File: config.mk
export PLATFORM = sky130hd
export DESIGN_NAME = magnetometer_hard_iron_calibration_unit
export DESIGN_NICKNAME = d
export VERILOG_FILES = /design/src/hdl/mhic_pkg.sv /design/src/hdl/mhic_lane.sv /design/src/hdl/mhic_merge.sv /design/src/hdl/mhic_outq.sv /design/src/hdl/magnetometer_hard_iron_calibration_unit.sv
export SDC_FILE = /design/constraint.sdc
export NUM_CORES = 1
export LEC_CHECK = 0
export BUFFER_PORTS_ARGS = -buffer_cell sky130_fd_sc_hd__buf_2
export CAP_MARGIN = 5
export CORE_ASPECT_RATIO = 1.25
export CORE_MARGIN = 2
export CORE_UTILIZATION = 40
export CTS_CLUSTER_SIZE = 16
export DETAILED_ROUTE_END_ITERATION = 8
export PLACE_DENSITY = 0.57
export RECOVER_POWER = 100
export SLEW_MARGIN = 15
export SYNTH_ARGS = -nofsm -noshare
export SYNTH_HDL_FRONTEND = slang
export SYNTH_SLANG_ARGS = --single-unit
File: constraint.sdc
create_clock -name clk -period 16.39 [get_ports clk]
set_input_delay 1.639 -clock clk [delete_from_list [all_inputs] [get_ports clk]]
set_output_delay 1.639 -clock clk [all_outputs]
set_load 0.01 [all_outputs]
File: src/hdl/mhic_pkg.sv
// Shared types and constants for the magnetometer hard-iron calibration unit.
package mhic_pkg;

  // Default build-time values
  localparam int RUN_LENGTH_DEF = 300;
  localparam int LED_COUNT_DEF  = 25;

  // Field widths
  localparam int SAMPLE_W  = 16;
  localparam int CFG_W     = 16;
  localparam int CFG_IDX_W = 2;
  localparam int LEDS_W    = 5;
  localparam int BYTES_W   = 48;

  // Extreme trackers start just inside the 16-bit range
  localparam logic signed [SAMPLE_W-1:0] EXT_MIN_INIT = 16'sd32765;
  localparam logic signed [SAMPLE_W-1:0] EXT_MAX_INIT = -16'sd32765;

  localparam logic [CFG_W-1:0] THR_RESET     = 16'd700;
  localparam logic [7:0]       LOW_BYTE_MASK = 8'hFE;

  // Register indexes on the config port
  localparam logic [CFG_IDX_W-1:0] CFG_CHIP_TYPE  = 2'd0;
  localparam logic [CFG_IDX_W-1:0] CFG_SPAN_THR_A = 2'd1;
  localparam logic [CFG_IDX_W-1:0] CFG_SPAN_THR_B = 2'd2;

  // Run status codes
  typedef enum logic [1:0] {
    ST_RUN    = 2'd0,
    ST_OK     = 2'd1,
    ST_FAIL   = 2'd2,
    ST_CANCEL = 2'd3
  } status_t;

  // Control broadcast from the merge stage to every axis lane
  typedef struct packed {
    logic             start;
    logic             take;
    logic             chip_type;
    logic [CFG_W-1:0] thr;
  } lane_ctrl_t;

  // What one axis lane reports back
  typedef struct packed {
    logic                       wide;
    logic signed [SAMPLE_W-1:0] offset;
    logic [15:0]                bytes;
  } lane_res_t;

  // One result transaction
  typedef struct packed {
    status_t                    status;
    logic [LEDS_W-1:0]          leds;
    logic signed [SAMPLE_W-1:0] off_x;
    logic signed [SAMPLE_W-1:0] off_y;
    logic signed [SAMPLE_W-1:0] off_z;
    logic [BYTES_W-1:0]         bytes;
  } result_t;

endpackage

File: src/hdl/mhic_lane.sv
// One axis lane: min/max tracking, span check, offset and byte packing.
module mhic_lane (
  input  logic                                  clk,
  input  logic                                  rst,
  input  mhic_pkg::lane_ctrl_t                  ctrl,
  input  logic signed [mhic_pkg::SAMPLE_W-1:0]  sample,
  output mhic_pkg::lane_res_t                   res
);

  logic signed [mhic_pkg::SAMPLE_W-1:0] min_v;
  logic signed [mhic_pkg::SAMPLE_W-1:0] max_v;
  logic signed [mhic_pkg::SAMPLE_W-1:0] base_min;
  logic signed [mhic_pkg::SAMPLE_W-1:0] base_max;
  logic signed [mhic_pkg::SAMPLE_W-1:0] min_next;
  logic signed [mhic_pkg::SAMPLE_W-1:0] max_next;
  logic [mhic_pkg::SAMPLE_W:0]          span;
  logic                                 wide;
  logic signed [mhic_pkg::SAMPLE_W:0]   sum;
  logic signed [mhic_pkg::SAMPLE_W:0]   sum_adj;
  logic signed [mhic_pkg::SAMPLE_W:0]   half;
  logic [mhic_pkg::SAMPLE_W-1:0]        off_u;
  logic [7:0]                           b0;
  logic [7:0]                           b1;

  // Extremes update; a new run restarts from the init values
  always_comb begin
    base_min = ctrl.start ? mhic_pkg::EXT_MIN_INIT : min_v;
    base_max = ctrl.start ? mhic_pkg::EXT_MAX_INIT : max_v;
    min_next = (ctrl.take && (sample < base_min)) ? sample : base_min;
    max_next = (ctrl.take && (sample > base_max)) ? sample : base_max;
  end

  // Span check; max never falls below min once a sample is in
  always_comb begin
    span = 17'({max_next[15], max_next} - {min_next[15], min_next});
    wide = span > {1'b0, ctrl.thr};
  end

  // Midpoint, truncated toward zero
  always_comb begin
    sum     = 17'($signed({max_next[15], max_next}) + $signed({min_next[15], min_next}));
    sum_adj = 17'(sum + $signed({16'd0, sum[16]}));
    half    = sum_adj >>> 1;
    off_u   = half[15:0];
  end

  // Chip byte formats
  always_comb begin
    if (ctrl.chip_type) begin
      b0 = off_u[14:7];
      b1 = {off_u[6:0], 1'b0} & mhic_pkg::LOW_BYTE_MASK;
    end else begin
      b0 = off_u[7:0];
      b1 = off_u[15:8];
    end
    res.wide   = wide;
    res.offset = $signed(off_u);
    res.bytes  = {b1, b0};
  end

  always_ff @(posedge clk) begin
    if (rst) begin
      min_v <= mhic_pkg::EXT_MIN_INIT;
      max_v <= mhic_pkg::EXT_MAX_INIT;
    end else if (ctrl.take) begin
      min_v <= min_next;
      max_v <= max_next;
    end
  end

`ifndef SYNTHESIS
  // After a sample is folded in, the extremes bracket it
  a_lane_order: assert property (@(posedge clk) disable iff (rst)
    ctrl.take |=> (max_v >= min_v))
    else $error("lane max below min after update");
`endif

endmodule

File: src/hdl/mhic_merge.sv
// Run control: combines lane span checks, tracks count, progress and status.
module mhic_merge #(
  parameter int RUN_LENGTH = mhic_pkg::RUN_LENGTH_DEF,
  parameter int LED_COUNT  = mhic_pkg::LED_COUNT_DEF
) (
  input  logic                          clk,
  input  logic                          rst,
  input  logic                          accept,
  input  logic                          start_run,
  input  logic                          cancel,
  input  logic                          chip_type,
  input  logic [mhic_pkg::CFG_W-1:0]    thr_a,
  input  logic [mhic_pkg::CFG_W-1:0]    thr_b,
  input  mhic_pkg::lane_res_t           lane_res [3],
  output mhic_pkg::lane_ctrl_t          ctrl,
  output mhic_pkg::result_t             result
);

  localparam int DIV_RAW  = RUN_LENGTH / LED_COUNT;
  localparam int DIV      = (DIV_RAW == 0) ? 1 : DIV_RAW;
  localparam int PH_W     = (DIV > 1) ? $clog2(DIV) : 1;
  localparam int CNT_W    = $clog2(RUN_LENGTH + 1);
  localparam int LED_CAP  = (LED_COUNT < 31) ? LED_COUNT : 31;
  localparam int HALF_RUN = RUN_LENGTH / 2;
  localparam logic [5:0]       LED_CAP_V  = 6'(LED_CAP);
  localparam logic [PH_W-1:0]  PH_LAST    = PH_W'(DIV - 1);
  localparam logic [CNT_W-1:0] HALF_V     = CNT_W'(HALF_RUN);
  localparam logic [CNT_W-1:0] LAST_IDX   = CNT_W'(RUN_LENGTH - 1);

  mhic_pkg::status_t      run_status;
  mhic_pkg::status_t      run_status_next;
  logic [CNT_W-1:0]       count;
  logic [CNT_W-1:0]       idx;
  logic [PH_W-1:0]        phase;
  logic [PH_W-1:0]        phase_next;
  logic [PH_W-1:0]        base_phase;
  logic [5:0]             prog;
  logic [5:0]             prog_next;
  logic [5:0]             base_prog;
  logic [5:0]             prog_inc;
  logic [mhic_pkg::LEDS_W-1:0] led_val;
  logic [mhic_pkg::LEDS_W-1:0] leds_hold;
  logic                   start;
  logic                   take;
  logic                   all_wide;
  logic                   ok;

  // Lane broadcast
  always_comb begin
    start          = accept && start_run;
    take           = accept && (start_run || (run_status == mhic_pkg::ST_RUN));
    ctrl.start     = start;
    ctrl.take      = take;
    ctrl.chip_type = chip_type;
    ctrl.thr       = chip_type ? thr_a : thr_b;
  end

  // Progress: quotient kept incrementally, phase counts within one step
  always_comb begin
    idx        = start ? '0 : count;
    base_phase = start ? '0 : phase;
    base_prog  = start ? '0 : prog;
    prog_inc   = base_prog + 6'd1;
    led_val    = (prog_inc > LED_CAP_V) ? LED_CAP_V[4:0] : prog_inc[4:0];
    if (base_phase == PH_LAST) begin
      phase_next = '0;
      prog_next  = (prog_inc > LED_CAP_V) ? LED_CAP_V : prog_inc;
    end else begin
      phase_next = base_phase + PH_W'(1);
      prog_next  = base_prog;
    end
  end

  // Status: cancel, then success, then end of run
  always_comb begin
    all_wide = lane_res[0].wide && lane_res[1].wide && lane_res[2].wide;
    run_status_next = run_status;
    if (take) begin
      if (cancel) begin
        run_status_next = mhic_pkg::ST_CANCEL;
      end else if (all_wide && (idx > HALF_V)) begin
        run_status_next = mhic_pkg::ST_OK;
      end else if (idx >= LAST_IDX) begin
        run_status_next = mhic_pkg::ST_FAIL;
      end else begin
        run_status_next = mhic_pkg::ST_RUN;
      end
    end
  end

  // Result assembly
  always_comb begin
    ok            = (run_status_next == mhic_pkg::ST_OK);
    result.status = run_status_next;
    result.leds   = take ? led_val : leds_hold;
    result.off_x  = ok ? lane_res[0].offset : '0;
    result.off_y  = ok ? lane_res[1].offset : '0;
    result.off_z  = ok ? lane_res[2].offset : '0;
    result.bytes  = ok ? {lane_res[2].bytes, lane_res[1].bytes, lane_res[0].bytes} : '0;
  end

  always_ff @(posedge clk) begin
    if (rst) begin
      run_status <= mhic_pkg::ST_RUN;
      count      <= '0;
      phase      <= '0;
      prog       <= '0;
      leds_hold  <= '0;
    end else if (take) begin
      run_status <= run_status_next;
      count      <= idx + CNT_W'(1);
      phase      <= phase_next;
      prog       <= prog_next;
      leds_hold  <= led_val;
    end
  end

`ifndef SYNTHESIS
  // A new run uses its first sample at once
  a_start_count: assert property (@(posedge clk) disable iff (rst)
    start |=> (count == CNT_W'(1)))
    else $error("count not one after run start");

  // An ended run holds its count until restarted
  a_ended_hold: assert property (@(posedge clk) disable iff (rst)
    (accept && !start_run && (run_status != mhic_pkg::ST_RUN)) |=> $stable(count))
    else $error("count moved on ended run");

  // Count never passes the run length
  a_count_max: assert property (@(posedge clk) disable iff (rst)
    count <= CNT_W'(RUN_LENGTH))
    else $error("count beyond run length");
`endif

endmodule

File: src/hdl/mhic_outq.sv
// Two-entry output queue so input keeps flowing while a result waits.
module mhic_outq (
  input  logic              clk,
  input  logic              rst,
  input  logic              in_valid,
  output logic              in_ready,
  input  mhic_pkg::result_t in_data,
  output logic              out_valid,
  input  logic              out_ready,
  output mhic_pkg::result_t out_data
);

  mhic_pkg::result_t q0;
  mhic_pkg::result_t q1;
  logic              v0;
  logic              v1;
  logic              push;
  logic              pop;

  assign in_ready  = !v1;
  assign push      = in_valid && !v1;
  assign pop       = v0 && out_ready;
  assign out_valid = v0;
  assign out_data  = q0;

  // Head in q0, overflow in q1
  always_ff @(posedge clk) begin
    if (rst) begin
      v0 <= 1'b0;
      v1 <= 1'b0;
    end else if (pop) begin
      if (v1) begin
        q0 <= q1;
        v1 <= 1'b0;
      end else if (push) begin
        q0 <= in_data;
      end else begin
        v0 <= 1'b0;
      end
    end else if (push) begin
      if (!v0) begin
        q0 <= in_data;
        v0 <= 1'b1;
      end else begin
        q1 <= in_data;
        v1 <= 1'b1;
      end
    end
  end

`ifndef SYNTHESIS
  // Second slot only fills behind a full head
  a_fill_order: assert property (@(posedge clk) disable iff (rst)
    v1 |-> v0)
    else $error("queue tail valid with empty head");

  // An empty queue cannot be full in the next cycle
  a_no_jump: assert property (@(posedge clk) disable iff (rst)
    !v0 |=> !v1)
    else $error("queue went from empty to full");
`endif

endmodule

File: src/hdl/magnetometer_hard_iron_calibration_unit.sv
// Top level of the magnetometer hard-iron calibration unit.
//
// Input channel (in_valid/in_ready): one three-axis sample per transaction,
// with start_run to begin a new run and cancel to abort the current one.
// Output channel (out_valid/out_ready): exactly one result per input
// transaction: run status, progress LED count, and on success the
// hard-iron offsets per axis plus the six packed register bytes.
// Three axis lanes track min/max and midpoints side by side; a merge
// stage combines their span checks into the run status.
// Each result is registered in the output queue on acceptance. Throughput is
// one transaction per cycle while in_ready is high. A two-entry output queue
// holds results when the receiver stalls; in_ready drops only once both
// entries are full.
// Reset (rst, synchronous) clears the queue, starts a run with fresh
// extremes and loads chip_type 0 and both span thresholds with 700.
// Config writes (cfg_wen, cfg_index, cfg_data) take effect on the next
// cycle and should only be made while no transaction is in flight.
module magnetometer_hard_iron_calibration_unit #(
  parameter int RUN_LENGTH = mhic_pkg::RUN_LENGTH_DEF,
  parameter int LED_COUNT  = mhic_pkg::LED_COUNT_DEF
) (
  input  logic                                  clk,
  input  logic                                  rst,
  input  logic                                  in_valid,
  output logic                                  in_ready,
  input  logic signed [mhic_pkg::SAMPLE_W-1:0]  sample_x,
  input  logic signed [mhic_pkg::SAMPLE_W-1:0]  sample_y,
  input  logic signed [mhic_pkg::SAMPLE_W-1:0]  sample_z,
  input  logic                                  start_run,
  input  logic                                  cancel,
  output logic                                  out_valid,
  input  logic                                  out_ready,
  output logic [1:0]                            status,
  output logic [mhic_pkg::LEDS_W-1:0]           leds_lit,
  output logic signed [mhic_pkg::SAMPLE_W-1:0]  hi_off_x,
  output logic signed [mhic_pkg::SAMPLE_W-1:0]  hi_off_y,
  output logic signed [mhic_pkg::SAMPLE_W-1:0]  hi_off_z,
  output logic [mhic_pkg::BYTES_W-1:0]          offset_bytes,
  input  logic                                  cfg_wen,
  input  logic [mhic_pkg::CFG_IDX_W-1:0]        cfg_index,
  input  logic [mhic_pkg::CFG_W-1:0]            cfg_data
);

  logic                                 chip_type;
  logic [mhic_pkg::CFG_W-1:0]           thr_a;
  logic [mhic_pkg::CFG_W-1:0]           thr_b;
  logic                                 accept;
  logic signed [mhic_pkg::SAMPLE_W-1:0] samples [3];
  mhic_pkg::lane_ctrl_t                 ctrl;
  mhic_pkg::lane_res_t                  lane_res [3];
  mhic_pkg::result_t                    result;
  mhic_pkg::result_t                    out_data;

  // Config registers
  always_ff @(posedge clk) begin
    if (rst) begin
      chip_type <= 1'b0;
      thr_a     <= mhic_pkg::THR_RESET;
      thr_b     <= mhic_pkg::THR_RESET;
    end else if (cfg_wen) begin
      unique case (cfg_index)
        mhic_pkg::CFG_CHIP_TYPE:  chip_type <= cfg_data[0];
        mhic_pkg::CFG_SPAN_THR_A: thr_a     <= cfg_data;
        mhic_pkg::CFG_SPAN_THR_B: thr_b     <= cfg_data;
        default: ;
      endcase
    end
  end

  assign accept     = in_valid && in_ready;
  assign samples[0] = sample_x;
  assign samples[1] = sample_y;
  assign samples[2] = sample_z;

  // Axis lanes
  for (genvar a = 0; a < 3; a++) begin : g_lane
    mhic_lane u_lane (
      .clk    (clk),
      .rst    (rst),
      .ctrl   (ctrl),
      .sample (samples[a]),
      .res    (lane_res[a])
    );
  end

  // Merge and run control
  mhic_merge #(
    .RUN_LENGTH (RUN_LENGTH),
    .LED_COUNT  (LED_COUNT)
  ) u_merge (
    .clk       (clk),
    .rst       (rst),
    .accept    (accept),
    .start_run (start_run),
    .cancel    (cancel),
    .chip_type (chip_type),
    .thr_a     (thr_a),
    .thr_b     (thr_b),
    .lane_res  (lane_res),
    .ctrl      (ctrl),
    .result    (result)
  );

  // Output queue
  mhic_outq u_outq (
    .clk       (clk),
    .rst       (rst),
    .in_valid  (in_valid),
    .in_ready  (in_ready),
    .in_data   (result),
    .out_valid (out_valid),
    .out_ready (out_ready),
    .out_data  (out_data)
  );

  assign status       = out_data.status;
  assign leds_lit     = out_data.leds;
  assign hi_off_x     = out_data.off_x;
  assign hi_off_y     = out_data.off_y;
  assign hi_off_z     = out_data.off_z;
  assign offset_bytes = out_data.bytes;

endmodule

==> results by group, run 1 <==
Status
  • Outcome: finished with violations
  • Failing checks: capacitance limit, slew limit

Job
  • Maxcap violations: 8

Yosys
  • Largest family of logic cells by synthesized area: simple AND/OR/NAND/NOR gates
  • Ys flop type: edfxtp_1
  • Mux cell area share after synthesis: ~6.6%
  • Post-synthesis cell area: roughly 25000 µm²
  • Compound-Gate Fraction of Synth Area: between 10% and 20%
  • Cells after Synth: 2794
  • Xor/xnor share of the synthesized area: about 4.2%
  • Post-Syn Area per Cell: roughly 9.0 µm²
  • Post-synthesis simple-gate area fraction: between 15 and 20%
  • Synthesized flop and latch total: 363
  • Synthesized-area fraction occupied by adder cells: between 10% and 20%
  • Synth warnings: 0
  • FFs w/ async S/R, synth: 0%
  • Mapped Nets: between 3000 and 4000
  • Sequential-to-total area share from yosys stat: between 30% and 40%
  • Cell variety after synth: 90
  • Post-synth EDFFs: around 210

Worst setup path
  • Crit path buf inv count: 7
  • Most used cell, CP: clkbuf_1
  • Crit path max-delay family: buffers and inverters
  • Critical-path top delay cell: clkbuf_1
  • R2R Path End: u_outq.out_data[78]
  • Reg2reg start: u_outq.v1
  • Worst setup SP type: primary input
  • Crit path DAT: 13.40 ns
  • R2R depth: 35
  • Worst setup EP type: flip-flop
  • CP endpoint: u_outq.out_data[78]
  • Setup slack, reg-to-reg: a little under 4 ns
  • Slowest Stage Delay on Critical Path: between 1.5 and 2 ns
  • CP Data Required Time: 16.66 ns
  • Setup crit start: in_valid
  • Worst path depth: 35
  • Crit path max fanout: between 40 and 50
  • Crit path kind: in2reg

Global route
  • First-pass GRT wire length: about 110 mm
  • Initial antenna violation count: 1
  • Tot GR Track Use: between 20% and 30%
  • Vias in the first global route: between 20000 and 25000
  • Largest net degree at the start of global routing: 91
  • Total gr overflow: 0

Floorplan
  • Ports: 178
  • Initial Utilization: 40.6%
  • Row count: around 100
  • Die area: 64900 µm²
  • Die height: between 200 and 300 µm
  • Core region area: 62000 µm²
  • Die width: roughly 230 µm

Layout
  • Antenna cells: 0
  • Commonest non-fill, non-tap cell in the layout: nor2_1
  • Nets: ~3200
  • Fraction of layout cells with a size suffix above 1: about 8.0%
  • Final Util: around 45%
  • Non-Filler Instances: approximately 3700
  • Commonest non-fill, non-tap cells in the layout: 288 x nor2_1, 284 x nand2_1, 245 x ha_1
  • Area delta synth->final: 10.9%

STA
  • Final setup violation count: 0
  • RSZ-0062 raised after global routing: false
  • Final slew viol count: 460
  • Slew @ Worst Pin: slightly below 4 ns
  • Tmin final: ~13 ns
  • Layout Skew: about 0.026 ns
  • Max-slew headroom: -159%
  • Setup TNS Final: 0 ns
  • Peak Freq: between 0.07 and 0.08 GHz
  • Final hold violations: 0
  • Final period util: about 80%

Route
  • Post-route DRC: 0
  • Total wire length: about 74 mm
  • Average wire per standard cell: 19.8 µm
  • Final ANT Viol Nets: 0
  • Vias per inst: around 5.5
  • Initial DRC Count: between 1500 and 2000
  • 1st-pass router iterations: 8
  • Detailed-route via count: 20800

Clocking
  • CTS max path bufs: 3
  • Root Buffer: clkbuf_16
  • Number of clock sinks: about 360
  • Post-CTS Setup Bufs: 0
  • Hold buffer count at cts: 0
  • TritonCTS clock tree: built
  • Cells resized by post-CTS repair: 0
  • H-Tree Depth: 2
  • Reg clk slew, reported paths: around 0.060 ns
  • Num CTS Buffers: 41
  • Skew-Pair Late Insertion Delay: 0.58 ns

Power
  • Tot Pwr: about 0.0035 W
  • Pleak: 11.3 nW
  • Power Dens Cells: 126 nW/µm²
  • Peak supply drop: approximately 72 µV

Placement
  • Count of input and output buffers: roughly 180
  • Dpl cells: around 3700
  • Final Wtd Congestion: around 0.9
  • Post-DP HPWL: around 56 mm

Min path
  • Hold depth: 2
  • Tightest Hold Check Type: reg2reg
power breakdown:
part           leakage (nW)  internal, W  switching, W
Sequential             3.15      0.00103     0.0000191
Clock                 0.660     0.000562      0.000397
Combinational          7.50     0.000533      0.000985
Total                  11.3      0.00212       0.00140
cells in the mapped netlist, drive strengths merged (43+ instances only):
| cell | count | share of area [%] |
|---|---|---|
| xnor2 | 74 | 2.6 |
| a21o | 46 | 1.4 |
| ha | 245 | 12 |
| nor3 | 43 | 0.86 |
| dfxtp | 157 | 12 |
| clkbuf | 103 | 1.5 |
| nand2 | 284 | 4.2 |
| nand3 | 51 | 1.0 |
| o21ai | 111 | 2.2 |
| mux2i | 83 | 3.3 |
| inv | 168 | 2.5 |
| mux2 | 73 | 3.3 |
| a21oi | 179 | 3.6 |
| nand2b | 70 | 1.7 |
| nor2b | 69 | 1.7 |
| edfxtp | 206 | 25 |
| buf | 44 | 0.82 |
| xor2 | 47 | 1.6 |
| nor2 | 290 | 4.4 |
layer usage:
metal  vias to the layer above  share of wire [%]  track usage (%)
li1                      10100                  -                -
met1                     10000                 46             30.7
met2                       565                 46             36.9
met3                       107                4.5             2.34
met4                         0                2.9             7.61
met5                         -                  0                0
through the flow:
stage               hold slack [ns]  area (µm²)  setup slack (ns)
floorplan                     0.433       25200              2.83
detailed placement            0.446       26700              5.12
global placement              0.441       26700              5.39
CTS                           0.454       28100              5.67
finish                        0.453       27900              3.26
global route                  0.480       27900              2.40
state kept, by name, indices dropped and copies added, names as in the netlist:
name	flops
chip_type	1
g_lane.u_lane.max_v	48
g_lane.u_lane.min_v	48
thr_a	16
thr_b	16
u_merge.count	9
u_merge.leds_hold	5
u_merge.phase	4
u_merge.prog	6
u_merge.run_status	2
u_outq.out_data	103
u_outq.out_valid	1
u_outq.q1	103
u_outq.v1	1
worst min-delay path by stage:
stage	startpoint	end	slack, ns
final	thr_b[10]	thr_b[10]	0.45
after global routing	thr_b[1]	thr_b[1]	0.48
after CTS	thr_b[10]	thr_b[10]	0.45
after detailed placement	thr_b[10]	thr_b[10]	0.45
after global placement	thr_a[0]	thr_a[0]	0.44
after floorplan	thr_a[0]	thr_a[0]	0.43
final cells by class:
cell class              instances  area, µm²
well taps                     832       1040
clock buffers                  45       1050
fillers                      6102      34100
clock inverters                27        329
flip-flops and latches        363       9330
repair buffers                198        880
multi-input cells            2115      14600
inverters                     169        634
worst register-to-register path: cells and delay by family, from the launching register on:
kind                       cells  cell delay, ns
muxes                          1            0.27
AOI/OAI and AO/OA             14            3.70
buffers and inverters          7            4.75
DFF                            1            0.46
xor gates and xnor gates       1            0.15
and+or+nand+nor                8            1.68
adders and majority gates      4            1.21
kinds of logic (layout without fill, tap and decap cells):
logic type               Yosys count  count (layout)
adder cells (fa/ha/maj)          251             251
flip-flops                       363             363
XOR/XNOR                         121             121
AO/OA/AOI/OAI                    580             580
multiplexers                     156             156
AND/OR/NAND/NOR                 1007            1007
buffers and inverters            316             439
Power figures use the tool's default switching activity.
==> run 2, diff against run 1 <==
- PLACE_DENSITY: 0.57 -> 0.59
- clock period: 16.39 -> 11.26 ns (I/O delays scaled with it)
==> run 2 against run 1 <==
Against the previous run:
- the flow still finishes with violations (capacitance limit, slew limit)
- via count up 0.27%
- global-route usage about the same
- largest cell class unchanged
- routed wire length up 0.49%
- register-to-register slack worse by 2.3 ns
- clock power up 33%
- setup slack worse by 2.0 ns
- final area down 0.25%
- sequential power up 46%
- flip-flop and latch count unchanged
- non-clock buffer count up 5
- die area unchanged
- largest power group unchanged
==> results by group, run 2 (synthesis gave the netlist of run 1 again) <==
Route
  • Total wire length: approximately 75 mm
  • Detailed-route via count: around 21000
  • Post-route DRC: 0
  • 1st-pass router iterations: 7
  • Vias per inst: between 5 and 6
  • Final ANT Viol Nets: 0
  • Average wire per standard cell: between 15 and 20 µm
  • Initial DRC Count: around 1600

Power
  • Clock power frac: about a quarter
  • Sequential share of power: between 30% and 40%
  • Pleak: about 11 nW
  • Tot Pwr: around 0.005 W
  • Internal Power: 0.00300 W
  • Sw frac: between 40% and 50%
  • Comb pwr share: around 44%
  • Peak supply drop: 93.1 µV
  • Power Dens Cells: around 180 nW/µm²
  • Sw power: 0.00201 W

Worst setup path
  • R2R depth: 32
  • Critical-path top delay cell: and3b_1
  • Crit path max-delay family: compound AO/OA/AOI/OAI gates
  • Slowest Stage Delay on Critical Path: 0.91 ns
  • Reg2reg start: u_outq.v1
  • Most used cell, CP: a21oi_1
  • Crit path buf inv count: 3
  • R2R Path End: u_outq.out_data[7]
  • Crit path max fanout: 62
  • Crit path DAT: around 10 ns
  • Worst path depth: 33
  • Worst setup SP type: primary input
  • Setup crit start: in_valid
  • CP endpoint: u_outq.out_data[7]
  • Crit path kind: in2reg
  • Setup slack, reg-to-reg: 1.60 ns
  • CP Data Required Time: about 12 ns
  • Worst setup EP type: flip-flop

STA
  • Max-slew headroom: -194%
  • Tmin final: ~10 ns
  • Final setup violation count: 0
  • Layout Skew: approximately 0.032 ns
  • Slew @ Worst Pin: about 4.4 ns
  • Final hold violations: 0
  • Final slew viol count: 383
  • Setup TNS Final: 0 ns
  • Final period util: slightly below 90%
  • Peak Freq: roughly 0.1 GHz
  • RSZ-0062 raised after global routing: false

Global route
  • Grt peak-use layer: met2
  • First-pass GRT wire length: between 100 and 150 mm
  • GR Layer Usage met3: 2.67%
  • Initial antenna violation count: 1
  • Total gr overflow: 0
  • Tot GR Track Use: around 22%
  • GR Util met2: between 30 and 40%
  • Largest net degree at the start of global routing: about 110
  • Vias in the first global route: between 20000 and 25000
  • GR Layer Usage met1: a little under a third

Placement
  • Final Wtd Congestion: 0.898
  • Count of input and output buffers: roughly 180
  • Post-DP HPWL: around 57 mm

Layout
  • Commonest non-fill, non-tap cells in the layout: 288 x nor2_1, 284 x nand2_1, 245 x ha_1
  • Area delta synth->final: 10.6%
  • Fraction of layout cells with a size suffix above 1: under 10%
  • Storage cell area: around 9300 µm²
  • Nets: about 3200
  • Antenna cells: 0
  • Final Util: between 40% and 50%
  • Layout filler cell count: 6185
  • Commonest non-fill, non-tap cell in the layout: nor2_1
  • Area taken by multi-input logic gates: 14600 µm²

Status
  • Outcome: finished with violations
  • Failing checks: capacitance limit, slew limit

Min path
  • Hold depth: 2
  • Tightest Hold Check Type: reg2reg

Floorplan
  • Ports: 178
  • Die area: approximately 65000 µm²
  • Die height: ~280 µm
  • Initial Utilization: roughly two fifths
  • Row count: 102
  • Die width: between 200 and 250 µm
  • Core region area: ~62000 µm²

Clocking
  • Cells resized by post-CTS repair: 0
  • Skew-Pair Late Insertion Delay: approximately 0.57 ns
  • Reg clk slew, reported paths: roughly 0.060 ns
  • Hold buffer count at cts: 0
  • Num CTS Buffers: ~40
  • H-Tree Depth: 2
  • Number of clock sinks: ~360
  • Root Buffer: clkbuf_16
  • Post-CTS Setup Bufs: 0
  • CTS max path bufs: 3
  • TritonCTS clock tree: built

Job
  • Maxcap violations: 6
run 2: cell type report:
type / count / area share, %
timing repair buffer: 203 / 3.31
clock inverter: 22 / 0.544
multi-input combinational: 2115 / 52.6
tap: 832 / 3.74
sequential: 363 / 33.5
inverter: 169 / 2.28
clock buffer: 52 / 3.98
run 2: worst min-delay path by stage:
stage	start	end	slack, ns
floorplan	thr_a[0]	thr_a[0]	0.43
global placement	thr_a[0]	thr_a[0]	0.44
detailed placement	thr_a[15]	thr_a[15]	0.45
CTS	thr_a[15]	thr_a[15]	0.45
global route	thr_b[0]	thr_b[0]	0.47
finish	thr_a[14]	thr_a[14]	0.46
run 2: through the flow:
| step | setup slack, ns | cell area, µm² | cells | hold WS, ns |
|---|---|---|---|---|
| 2_1_floorplan | 1.96 | 25200 | 2794 | 0.433 |
| 3_3_place_gp | 1.51 | 26700 | 3682 | 0.439 |
| 3_5_place_dp | 1.25 | 26700 | 3682 | 0.446 |
| 4_1_cts | 1.81 | 28000 | 3756 | 0.455 |
| 5_1_grt | 0.546 | 27800 | 3756 | 0.472 |
| 6_report | 1.30 | 27800 | 3756 | 0.456 |
run 2: worst reg2reg max path: cells and delay by family, from the launching register on:
kind / cells / cell delay [ns]
multiplexers: 3 / 1.18
XOR/XNOR: 1 / 0.15
flip-flops: 1 / 0.38
AND/OR/NAND/NOR: 6 / 2.36
AO/OA/AOI/OAI: 17 / 3.79
adder cells (fa/ha/maj): 3 / 0.90
buffers and inverters: 2 / 0.65
run 2: metal layers:
metal | part of all wire [%] | up-vias
li1 | - | 10100
met1 | 46 | 10100
met2 | 47 | 562
met3 | 4.8 | 92
met4 | 2.4 | 0
met5 | 0 | -
run 2: power groups by stage:
stage / Combinational, W / Sequential, W / Clock [W]
after global routing: 0.00242 / 0.00153 / 0.00136
final: 0.00221 / 0.00153 / 0.00128
after detailed placement: 0.00219 / 0.00155 / 0
after global placement: 0.00215 / 0.00155 / 0
after CTS: 0.00220 / 0.00152 / 0.00131
after floorplan: 0.00154 / 0.00156 / 0
